`config.mk`:
```
export PLATFORM = sky130hd
export DESIGN_NAME = keypad_scan_code_lock_top
export DESIGN_NICKNAME = d
export VERILOG_FILES = /design/src/rtl/kscl_pkg.sv /design/src/rtl/kscl_front.sv /design/src/rtl/kscl_queue.sv /design/src/rtl/kscl_back.sv /design/src/rtl/keypad_scan_code_lock_top.sv
export VERILOG_INCLUDE_DIRS = /design/src /design/src/rtl
export SDC_FILE = /design/constraint.sdc
export NUM_CORES = 1
export LEC_CHECK = 0
export BUFFER_PORTS_ARGS = -buffer_cell sky130_fd_sc_hd__buf_2
export CORE_MARGIN = 4
export CORE_UTILIZATION = 55
export DETAILED_ROUTE_END_ITERATION = 10
export PLACE_DENSITY_LB_ADDON = 0.05
export SETUP_SLACK_MARGIN = 0.05
export SLEW_MARGIN = 20
export SYNTH_ARGS = -nofsm -noshare
export SYNTH_HDL_FRONTEND = slang
export SYNTH_SLANG_ARGS = --single-unit
```
`constraint.sdc`:
```
create_clock -name clk -period 21.5 [get_ports clk]
set_input_delay 5.375 -clock clk [delete_from_list [all_inputs] [get_ports clk]]
set_output_delay 5.375 -clock clk [all_outputs]
set_load 0.05 [all_outputs]
```
`src/rtl/assert_macros.svh`:
```
// Assertion macros shared by the keypad scanner and code lock RTL.
`ifndef ASSERT_MACROS_SVH
`define ASSERT_MACROS_SVH

// Checks a property at every rising clock edge outside reset.
`define ASSERT_AT(label, clk, rst_n, prop, msg) \
	label: assert property (@(posedge clk) disable iff (!rst_n) (prop)) else $error(msg);

// Checks that a condition never holds outside reset.
`define ASSERT_NEVER(label, clk, rst_n, cond, msg) \
	`ASSERT_AT(label, clk, rst_n, !(cond), msg)

`endif

```
`src/rtl/kscl_pkg.sv`:
```
// Types, constants and helper functions for the keypad scanner and code lock.
package kscl_pkg;

	// Key matrix geometry.
	localparam int unsigned KEY_COLS = 4;
	localparam int unsigned ROW_W    = 2;

	// Reset values of the configuration registers.
	localparam logic [15:0] INTERVAL_RESET = 16'd100;
	localparam logic [43:0] PASSCODE_RESET = 44'd1305675318054;

	// Register indexes, taken from paddr bit 3 (registers sit 8 bytes apart).
	localparam logic REG_SCAN_INTERVAL = 1'b0;
	localparam logic REG_PASSCODE      = 1'b1;

	// Key codes of the special keys and the mask of the digit keys.
	localparam logic [15:0] KEY_CLEAR  = 16'd8;
	localparam logic [15:0] KEY_BACK   = 16'd128;
	localparam logic [15:0] KEY_ENTER  = 16'd32768;
	localparam logic [15:0] DIGIT_KEYS = 16'h1777;

	// Digit entered by each key bit.
	localparam logic [3:0] KEY_DIGIT [16] = '{
		4'd7, 4'd8, 4'd9, 4'd0, 4'd4, 4'd5, 4'd6, 4'd0,
		4'd1, 4'd2, 4'd3, 4'd0, 4'd0, 4'd0, 4'd0, 4'd0
	};

	// Depth of the queue between the scanner and the lock.
	localparam int unsigned QUEUE_DEPTH = 4;

	// Action that a key press asks of the lock.
	typedef enum logic [2:0] {
		ACT_NONE,
		ACT_DIGIT,
		ACT_CLEAR,
		ACT_BACK,
		ACT_ENTER
	} key_action_t;

	// One classified tick handed from the scanner to the lock.
	typedef struct packed {
		logic [3:0]  row_drive;
		logic [15:0] key_word;
		key_action_t action;
		logic [3:0]  digit;
	} front_item_t;

	// Queue status seen by both sides.
	typedef struct packed {
		logic full;
		logic empty;
	} queue_status_t;

	// Digit of a single pressed key (key word is one-hot).
	function automatic logic [3:0] key_to_digit(input logic [15:0] key_map);
		logic [3:0] d;
		d = 4'd0;
		for (int i = 0; i < 16; i++) begin
			if (key_map[i]) begin
				d = d | KEY_DIGIT[i];
			end
		end
		return d;
	endfunction

endpackage

```
`src/rtl/kscl_front.sv`:
```
// Scanner front: tick counter, row scan, key map and key classification.
`include "assert_macros.svh"

module kscl_front (
	input  logic                   clk,
	input  logic                   arst_n,
	input  logic [3:0]             column_levels,
	input  logic                   in_valid,
	output logic                   in_stall,
	input  logic [15:0]            scan_interval,
	input  kscl_pkg::queue_status_t q_status,
	output logic                   push_valid,
	output kscl_pkg::front_item_t  push_item
);
	import kscl_pkg::*;

	logic [15:0]      elapsed_q;
	logic [ROW_W-1:0] scan_row_q;
	logic [3:0]       row_levels_q;
	logic [15:0]      pressed_q;
	logic [15:0]      previous_q;

	logic [15:0]      elapsed_inc;
	logic             scan_now;
	logic [15:0]      elapsed_next;
	logic [ROW_W-1:0] scan_row_next;
	logic [3:0]       row_levels_next;
	logic [15:0]      pressed_next;
	logic             press_edge;
	key_action_t      action;

	// Stall only while the queue has no room.
	assign in_stall   = q_status.full;
	assign push_valid = in_valid && !q_status.full;

	// Tick counter and row scan for the accepted tick.
	always_comb begin
		elapsed_inc     = (elapsed_q != 16'hFFFF) ? elapsed_q + 16'd1 : elapsed_q;
		scan_now        = (elapsed_inc >= scan_interval);
		elapsed_next    = scan_now ? 16'd0 : elapsed_inc;
		pressed_next    = pressed_q;
		scan_row_next   = scan_row_q;
		row_levels_next = row_levels_q;
		if (scan_now) begin
			for (int c = 0; c < KEY_COLS; c++) begin
				pressed_next[{scan_row_q, ROW_W'(c)}] = ~column_levels[c];
			end
			scan_row_next   = scan_row_q + ROW_W'(1);
			row_levels_next = ~(4'b0001 << scan_row_next);
		end
	end

	// Classify a fresh press into a lock action.
	always_comb begin
		press_edge = (pressed_next != 16'd0) && (previous_q == 16'd0);
		action     = ACT_NONE;
		if (press_edge && $onehot(pressed_next)) begin
			if (pressed_next == KEY_CLEAR) begin
				action = ACT_CLEAR;
			end else if (pressed_next == KEY_BACK) begin
				action = ACT_BACK;
			end else if (pressed_next == KEY_ENTER) begin
				action = ACT_ENTER;
			end else if ((pressed_next & DIGIT_KEYS) != 16'd0) begin
				action = ACT_DIGIT;
			end
		end
	end

	always_comb begin
		push_item.row_drive = row_levels_next;
		push_item.key_word  = pressed_next;
		push_item.action    = action;
		push_item.digit     = key_to_digit(pressed_next);
	end

	// Scanner state advances once per accepted transfer.
	always_ff @(posedge clk or negedge arst_n) begin
		if (!arst_n) begin
			elapsed_q    <= '0;
			scan_row_q   <= '0;
			row_levels_q <= 4'hF;
			pressed_q    <= '0;
			previous_q   <= '0;
		end else if (push_valid) begin
			elapsed_q    <= elapsed_next;
			scan_row_q   <= scan_row_next;
			row_levels_q <= row_levels_next;
			pressed_q    <= pressed_next;
			previous_q   <= pressed_next;
		end
	end

	// At most one row is ever driven low.
	`ASSERT_AT(a_one_row_driven, clk, arst_n, $countones(~row_levels_q) <= 1,
		"more than one keypad row driven")

endmodule

```
`src/rtl/kscl_queue.sv`:
```
// Short queue of classified ticks between the scanner and the lock.
`include "assert_macros.svh"

module kscl_queue (
	input  logic                    clk,
	input  logic                    arst_n,
	input  logic                    push,
	input  kscl_pkg::front_item_t   push_item,
	input  logic                    pop,
	output kscl_pkg::front_item_t   head_item,
	output kscl_pkg::queue_status_t status
);
	import kscl_pkg::*;

	localparam int unsigned PTR_W = $clog2(QUEUE_DEPTH);
	localparam int unsigned CNT_W = $clog2(QUEUE_DEPTH + 1);

	front_item_t      entries_q [QUEUE_DEPTH];
	logic [PTR_W-1:0] wr_ptr_q;
	logic [PTR_W-1:0] rd_ptr_q;
	logic [CNT_W-1:0] count_q;

	assign status.full  = (count_q == CNT_W'(QUEUE_DEPTH));
	assign status.empty = (count_q == '0);
	assign head_item    = entries_q[rd_ptr_q];

	// Entry storage.
	always_ff @(posedge clk) begin
		if (push) begin
			entries_q[wr_ptr_q] <= push_item;
		end
	end

	// Pointers and fill count.
	always_ff @(posedge clk or negedge arst_n) begin
		if (!arst_n) begin
			wr_ptr_q <= '0;
			rd_ptr_q <= '0;
			count_q  <= '0;
		end else begin
			if (push) begin
				wr_ptr_q <= wr_ptr_q + PTR_W'(1);
			end
			if (pop) begin
				rd_ptr_q <= rd_ptr_q + PTR_W'(1);
			end
			if (push && !pop) begin
				count_q <= count_q + CNT_W'(1);
			end else if (pop && !push) begin
				count_q <= count_q - CNT_W'(1);
			end
		end
	end

	// The fill count stays within the depth.
	`ASSERT_AT(a_count_bound, clk, arst_n, count_q <= CNT_W'(QUEUE_DEPTH),
		"queue count beyond depth")

endmodule

```
`src/rtl/kscl_back.sv`:
```
// Lock back end: digit buffer, cursor, unlock flag and result register.
`include "assert_macros.svh"

module kscl_back #(
	parameter int unsigned CODE_DIGITS  = 11,
	parameter int unsigned CURSOR_LIMIT = 255
) (
	input  logic                    clk,
	input  logic                    arst_n,
	input  kscl_pkg::queue_status_t q_status,
	input  kscl_pkg::front_item_t   head_item,
	output logic                    pop,
	input  logic [43:0]             passcode,
	output logic                    out_valid,
	input  logic                    out_stall,
	output logic [3:0]              row_drive,
	output logic                    unlocked,
	output logic [15:0]             key_word,
	output logic [7:0]              entry_position
);
	import kscl_pkg::*;

	localparam int unsigned IDX_W = (CODE_DIGITS > 1) ? $clog2(CODE_DIGITS) : 1;
	localparam logic [7:0] DIGITS_C = 8'(CODE_DIGITS);
	localparam logic [7:0] LIMIT_C  = 8'(CURSOR_LIMIT);

	logic [3:0]  digits_q [CODE_DIGITS];
	logic [7:0]  cursor_q;
	logic        unlock_q;
	logic        out_valid_q;
	logic [3:0]  row_drive_q;
	logic [15:0] key_word_q;

	logic [63:0] pass_ext;
	logic        digits_match;
	logic [7:0]  cursor_dec;

	// Take the next item when the result register is free or draining.
	assign pop = !q_status.empty && (!out_valid_q || !out_stall);

	// Buffer compare against the passcode nibbles.
	always_comb begin
		pass_ext     = 64'(passcode);
		digits_match = 1'b1;
		for (int i = 0; i < CODE_DIGITS; i++) begin
			if (digits_q[i] != pass_ext[4*i +: 4]) begin
				digits_match = 1'b0;
			end
		end
		cursor_dec = cursor_q - 8'd1;
	end

	// Lock state update for the popped item.
	always_ff @(posedge clk or negedge arst_n) begin
		if (!arst_n) begin
			cursor_q <= '0;
			unlock_q <= 1'b0;
			for (int i = 0; i < CODE_DIGITS; i++) begin
				digits_q[i] <= '0;
			end
		end else if (pop) begin
			case (head_item.action)
				ACT_DIGIT: begin
					if (cursor_q < DIGITS_C) begin
						digits_q[cursor_q[IDX_W-1:0]] <= head_item.digit;
					end
					if (cursor_q < LIMIT_C) begin
						cursor_q <= cursor_q + 8'd1;
					end
				end
				ACT_CLEAR: begin
					cursor_q <= '0;
					unlock_q <= 1'b0;
					for (int i = 0; i < CODE_DIGITS; i++) begin
						digits_q[i] <= '0;
					end
				end
				ACT_BACK: begin
					if (cursor_q != 8'd0 && cursor_q <= DIGITS_C) begin
						digits_q[cursor_dec[IDX_W-1:0]] <= 4'd0;
					end
					if (cursor_q != 8'd0) begin
						cursor_q <= cursor_dec;
					end
				end
				ACT_ENTER: begin
					if (digits_match && cursor_q == DIGITS_C) begin
						unlock_q <= 1'b1;
					end
				end
				default: begin
				end
			endcase
		end
	end

	// Result register payload.
	always_ff @(posedge clk) begin
		if (pop) begin
			row_drive_q <= head_item.row_drive;
			key_word_q  <= head_item.key_word;
		end
	end

	// Result register valid.
	always_ff @(posedge clk or negedge arst_n) begin
		if (!arst_n) begin
			out_valid_q <= 1'b0;
		end else if (pop) begin
			out_valid_q <= 1'b1;
		end else if (!out_stall) begin
			out_valid_q <= 1'b0;
		end
	end

	assign out_valid      = out_valid_q;
	assign row_drive      = row_drive_q;
	assign key_word       = key_word_q;
	assign unlocked       = unlock_q;
	assign entry_position = cursor_q;

	// The cursor saturates at its limit.
	`ASSERT_AT(a_cursor_limit, clk, arst_n, cursor_q <= LIMIT_C,
		"cursor beyond its limit")
	// A clear key leaves the lock shut with the cursor home.
	`ASSERT_AT(a_clear_locks, clk, arst_n,
		(pop && head_item.action == ACT_CLEAR) |=> (cursor_q == 8'd0 && !unlock_q),
		"clear did not lock and rewind")

endmodule

```
`src/rtl/keypad_scan_code_lock_top.sv`:
```
// Top level of the keypad scanner with code lock: config registers and wiring.
// An accepted tick goes through the queue, then the result register, which raises out_valid.
// Throughput: one tick per cycle; the scanner stalls only when its 4-entry queue is full.
// The lock back end retires one queued tick per cycle whenever the result register drains.
// Reset (arst_n low) idles the scan rows, clears the key map, cursor, digits and indicator,
// and loads scan_interval with 100 and the passcode with its default.
module keypad_scan_code_lock_top #(
	parameter int unsigned CODE_DIGITS  = 11,
	parameter int unsigned CURSOR_LIMIT = 255
) (
	input  logic        clk,
	input  logic        arst_n,
	input  logic [3:0]  column_levels,
	input  logic        in_valid,
	output logic        in_stall,
	output logic [3:0]  row_drive,
	output logic        unlocked,
	output logic [15:0] key_word,
	output logic [7:0]  entry_position,
	output logic        out_valid,
	input  logic        out_stall,
	input  logic        psel,
	input  logic        penable,
	input  logic        pwrite,
	input  logic [3:0]  paddr,
	input  logic [63:0] pwdata,
	output logic [63:0] prdata,
	output logic        pready
);
	import kscl_pkg::*;

	logic [15:0]   scan_interval_q;
	logic [43:0]   passcode_q;
	logic          cfg_write;
	logic          push;
	logic          pop;
	front_item_t   push_item;
	front_item_t   head_item;
	queue_status_t q_status;

	// Configuration port: zero wait states, written in the access phase.
	assign pready    = 1'b1;
	assign cfg_write = psel && penable && pwrite && pready;

	always_ff @(posedge clk or negedge arst_n) begin
		if (!arst_n) begin
			scan_interval_q <= INTERVAL_RESET;
			passcode_q      <= PASSCODE_RESET;
		end else if (cfg_write) begin
			if (paddr[3] == REG_SCAN_INTERVAL) begin
				scan_interval_q <= pwdata[15:0];
			end else begin
				passcode_q <= pwdata[43:0];
			end
		end
	end

	// Register read back.
	always_comb begin
		if (paddr[3] == REG_PASSCODE) begin
			prdata = 64'(passcode_q);
		end else begin
			prdata = 64'(scan_interval_q);
		end
	end

	kscl_front u_front (
		.clk           (clk),
		.arst_n        (arst_n),
		.column_levels (column_levels),
		.in_valid      (in_valid),
		.in_stall      (in_stall),
		.scan_interval (scan_interval_q),
		.q_status      (q_status),
		.push_valid    (push),
		.push_item     (push_item)
	);

	kscl_queue u_queue (
		.clk       (clk),
		.arst_n    (arst_n),
		.push      (push),
		.push_item (push_item),
		.pop       (pop),
		.head_item (head_item),
		.status    (q_status)
	);

	kscl_back #(
		.CODE_DIGITS  (CODE_DIGITS),
		.CURSOR_LIMIT (CURSOR_LIMIT)
	) u_back (
		.clk            (clk),
		.arst_n         (arst_n),
		.q_status       (q_status),
		.head_item      (head_item),
		.pop            (pop),
		.passcode       (passcode_q),
		.out_valid      (out_valid),
		.out_stall      (out_stall),
		.row_drive      (row_drive),
		.unlocked       (unlocked),
		.key_word       (key_word),
		.entry_position (entry_position)
	);

endmodule
```
==> metrics.md <==
| Metric | Value |
|---|---|
| Synth Cell Area | `between 0.01 and 0.015 sq mm` |
| Cell type with the largest total area after synthesis | `edfxtp_1` |
| Final setup fails | `0` |
| Power per cell area | `153 mW/mm^2` |
| Clock buffer depth | `3` |
| CTS Sinks | `~290` |
| CTS Hold Bufs | `0` |
| CP Launch Type | `primary input` |
| IO Pins | `between 150 and 200` |
| Fin crit share | `56.4%` |
| Cell Count, Final, Fillers Out | `about 1700` |
| Register area share after synthesis | `about 55%` |
| Routed vias/inst | `5.63` |
| Layout cells sized above 1 | `24.6%` |
| Primary FF master, synth | `dfrtp_1` |
| Post_cts resized | `0` |
| Post-CTS Setup Inserts | `0` |
| Largest net degree at the start of global routing | `just under 100` |
| Post-Route Setup TNS | `0 ps` |
| Clock skew | `between 10 and 15 ps` |
| H-tree Lvls | `1` |
| RSZ-0062 raised after global routing | `no` |
| Ys Warns | `0` |
| Slew Viols, Final | `0` |
| Initial antenna violation count | `0` |
| CP arrival | `between 6000 and 7000 ps` |
| Clk slew on worst S/H paths | `around 60 ps` |
| CTS tree | `yes` |
| Worst Max-Slew Pin Slew | `~1000 ps` |
| Util after Layout | `about 64%` |
| Final number of hold-violating endpoints | `0` |
| GRT Residual Overflow | `0` |
| 1st-iter DRT viols | `706` |
| Die Area | `approximately 0.029 sq mm` |
| Max-cap viol count | `0` |
| Root buf cell | `clkbuf_16` |
| Required @ worst endpoint | `between 15000 and 20000 ps` |
| Peak Freq | `82.5 MHz` |
| Routed Antenna Nets | `0` |
| Status | `finished clean` |
| Nets | `between 1000 and 1500` |
| Initial Util | `56.2%` |
| Die H | `~170 um` |
| Placed cells | `around 1600` |
| FFs w/ async S/R, synth | `~55%` |
| Routability Congestion | `about 0.87` |
| Setup Slack @ Placement | `around 9400 ps` |
| Worst setup margin | `9380 ps` |
| First-pass GRT wire length | `between 50 and 60 mm` |
| Static leakage | `roughly 7.0 nW` |
| Drt pass-1 iters | `5` |
| Die Wd | `approximately 170 um` |
| Avg Cell Area, Syn | `12.0 sq um` |
| Core Box Area | `approximately 0.025 sq mm` |
| Unique cell type count in the Yosys netlist | `70` |
| CP max FO | `between 60 and 70` |
| Worst Hold Class | `reg -> reg` |
| WHS | `480 ps` |
| Post-Syn Instances | `between 1000 and 1500` |
| Via count of the first global-routing pass | `slightly above 9000` |
| TritonCTS Buffers | `30` |
| Vias | `around 9400` |
| Area growth, synth to finish | `14.3%` |
| WL per Instance | `18.8 um` |
| Synth top cells by count | `nand2_1, dfrtp_1, edfxtp_1, mux2_2, inv_1` |
| Dpl hpwl | `~22 mm` |
| Clock insertion delay at the later pin of the skew report | `about 550 ps` |
| Total GRT Usage | `22.1%` |
| VDD IR-drop max | `~0.00011 V` |
| Post-Route WL | `31.4 mm` |
| Slew Limit Headroom | `30.0%` |
| FP Rows | `58` |
| #FFs+latches synth | `287` |
| Top post-synthesis cells by area | `edfxtp_1, dfrtp_1, mux2_2` |
| Residual DRC count | `0` |
| Number of flops mapped to enable cells by yosys | `approximately 130` |
| Critical path class | `in -> out` |
| Top cell type's share of synthesized area | `27.0%` |
| Tmin final | `between 10000 and 15000 ps` |
| Ant diodes | `0` |
| Port Buffer Count | `130` |
| CP Capture Type | `output pin` |
| Count leader, synth | `nand2_1` |
area by class of cell:
class                      count  area, sq um
inverter                      70          263
multi-input combinational    783         5880
sequential                   287         7850
clock buffer                  40          861
timing repair buffer         139          724
tap                          330          413
clock inverter                16          289
fill                        1977         9050
placed cells by master, fill, tap and decap left out, types with 8 or more instances in the layout:
cell type,instances
a211o_1,10
a21oi_1,37
a22o_1,8
and2_1,31
buf_2,129
buf_4,9
bufinv_16,8
clkbuf_16,32
conb_1,21
dfrtp_1,140
dfstp_2,18
edfxtp_1,128
fa_1,12
ha_1,57
inv_1,67
mux2_2,68
mux2i_1,10
mux4_2,23
nand2_1,149
nand3_1,16
nand4_1,17
nor2_1,23
nor3_1,15
nor4_1,14
o21a_1,10
o21ai_0,47
o21ai_1,60
o31ai_1,9
xnor2_1,32
xor2_1,34
per-layer routing:
| layer | global-route usage [%] | vias to the layer above | wire, um |
|---|---|---|---|
| met4 | 4.98 | 0 | 544 |
| li1 | - | 4435 | - |
| met2 | 32.4 | 261 | 13900 |
| met5 | 0 | - | 0 |
| met3 | 3.50 | 45 | 1770 |
| met1 | 34.8 | 4629 | 15100 |
critical path, cell delays in order:
cell	delay, ps
buf_2	690
mux2_2	450
buf_2	220
per-stage QoR:
stage               power [mW]  instance area, sq um
CTS                       2.51                 16300
global route              2.66                 16300
detailed placement        1.91                 15100
finish                    2.50                 16300
floorplan                 1.64                 14300
global placement          1.89                 15100
worst paths after layout:
path / start / endpoint / slack [ps] / depth (start not counted)
max reg2reg: u_front.elapsed_q[4] / u_queue.entries_q[1][6] / 11580 / 29
min reg2reg: u_front.row_levels_q[3] / u_front.row_levels_q[3] / 480 / 2
min: u_front.row_levels_q[3] / u_front.row_levels_q[3] / 480 / 2
max in group asynchronous: arst_n / u_front.pressed_q[8] / 15160 / 2
min in group asynchronous: arst_n / u_queue.rd_ptr_q[1] / 4880 / 1
max: paddr[3] / prdata[0] / 9380 / 3
where the power goes:
part / switching [mW] / internal, mW
sequential: 0.125 / 0.791
clock: 0.213 / 0.377
combinational: 0.642 / 0.347
total: 0.981 / 1.51
cell families (layout without fill, tap and decap cells):
kind of cell,Yosys count,in the layout,synth area share (%)
muxes,101,101,9.72
AOI/OAI and AO/OA,210,210,9.05
buffers and inverters,132,265,4.16
xor gates and xnor gates,66,66,4.06
DFF,287,287,55.1
other,2,21,0.0528
adders and majority gates,69,69,6.70
and+or+nand+nor,316,316,11.2
(Power assumes the default switching activity.)
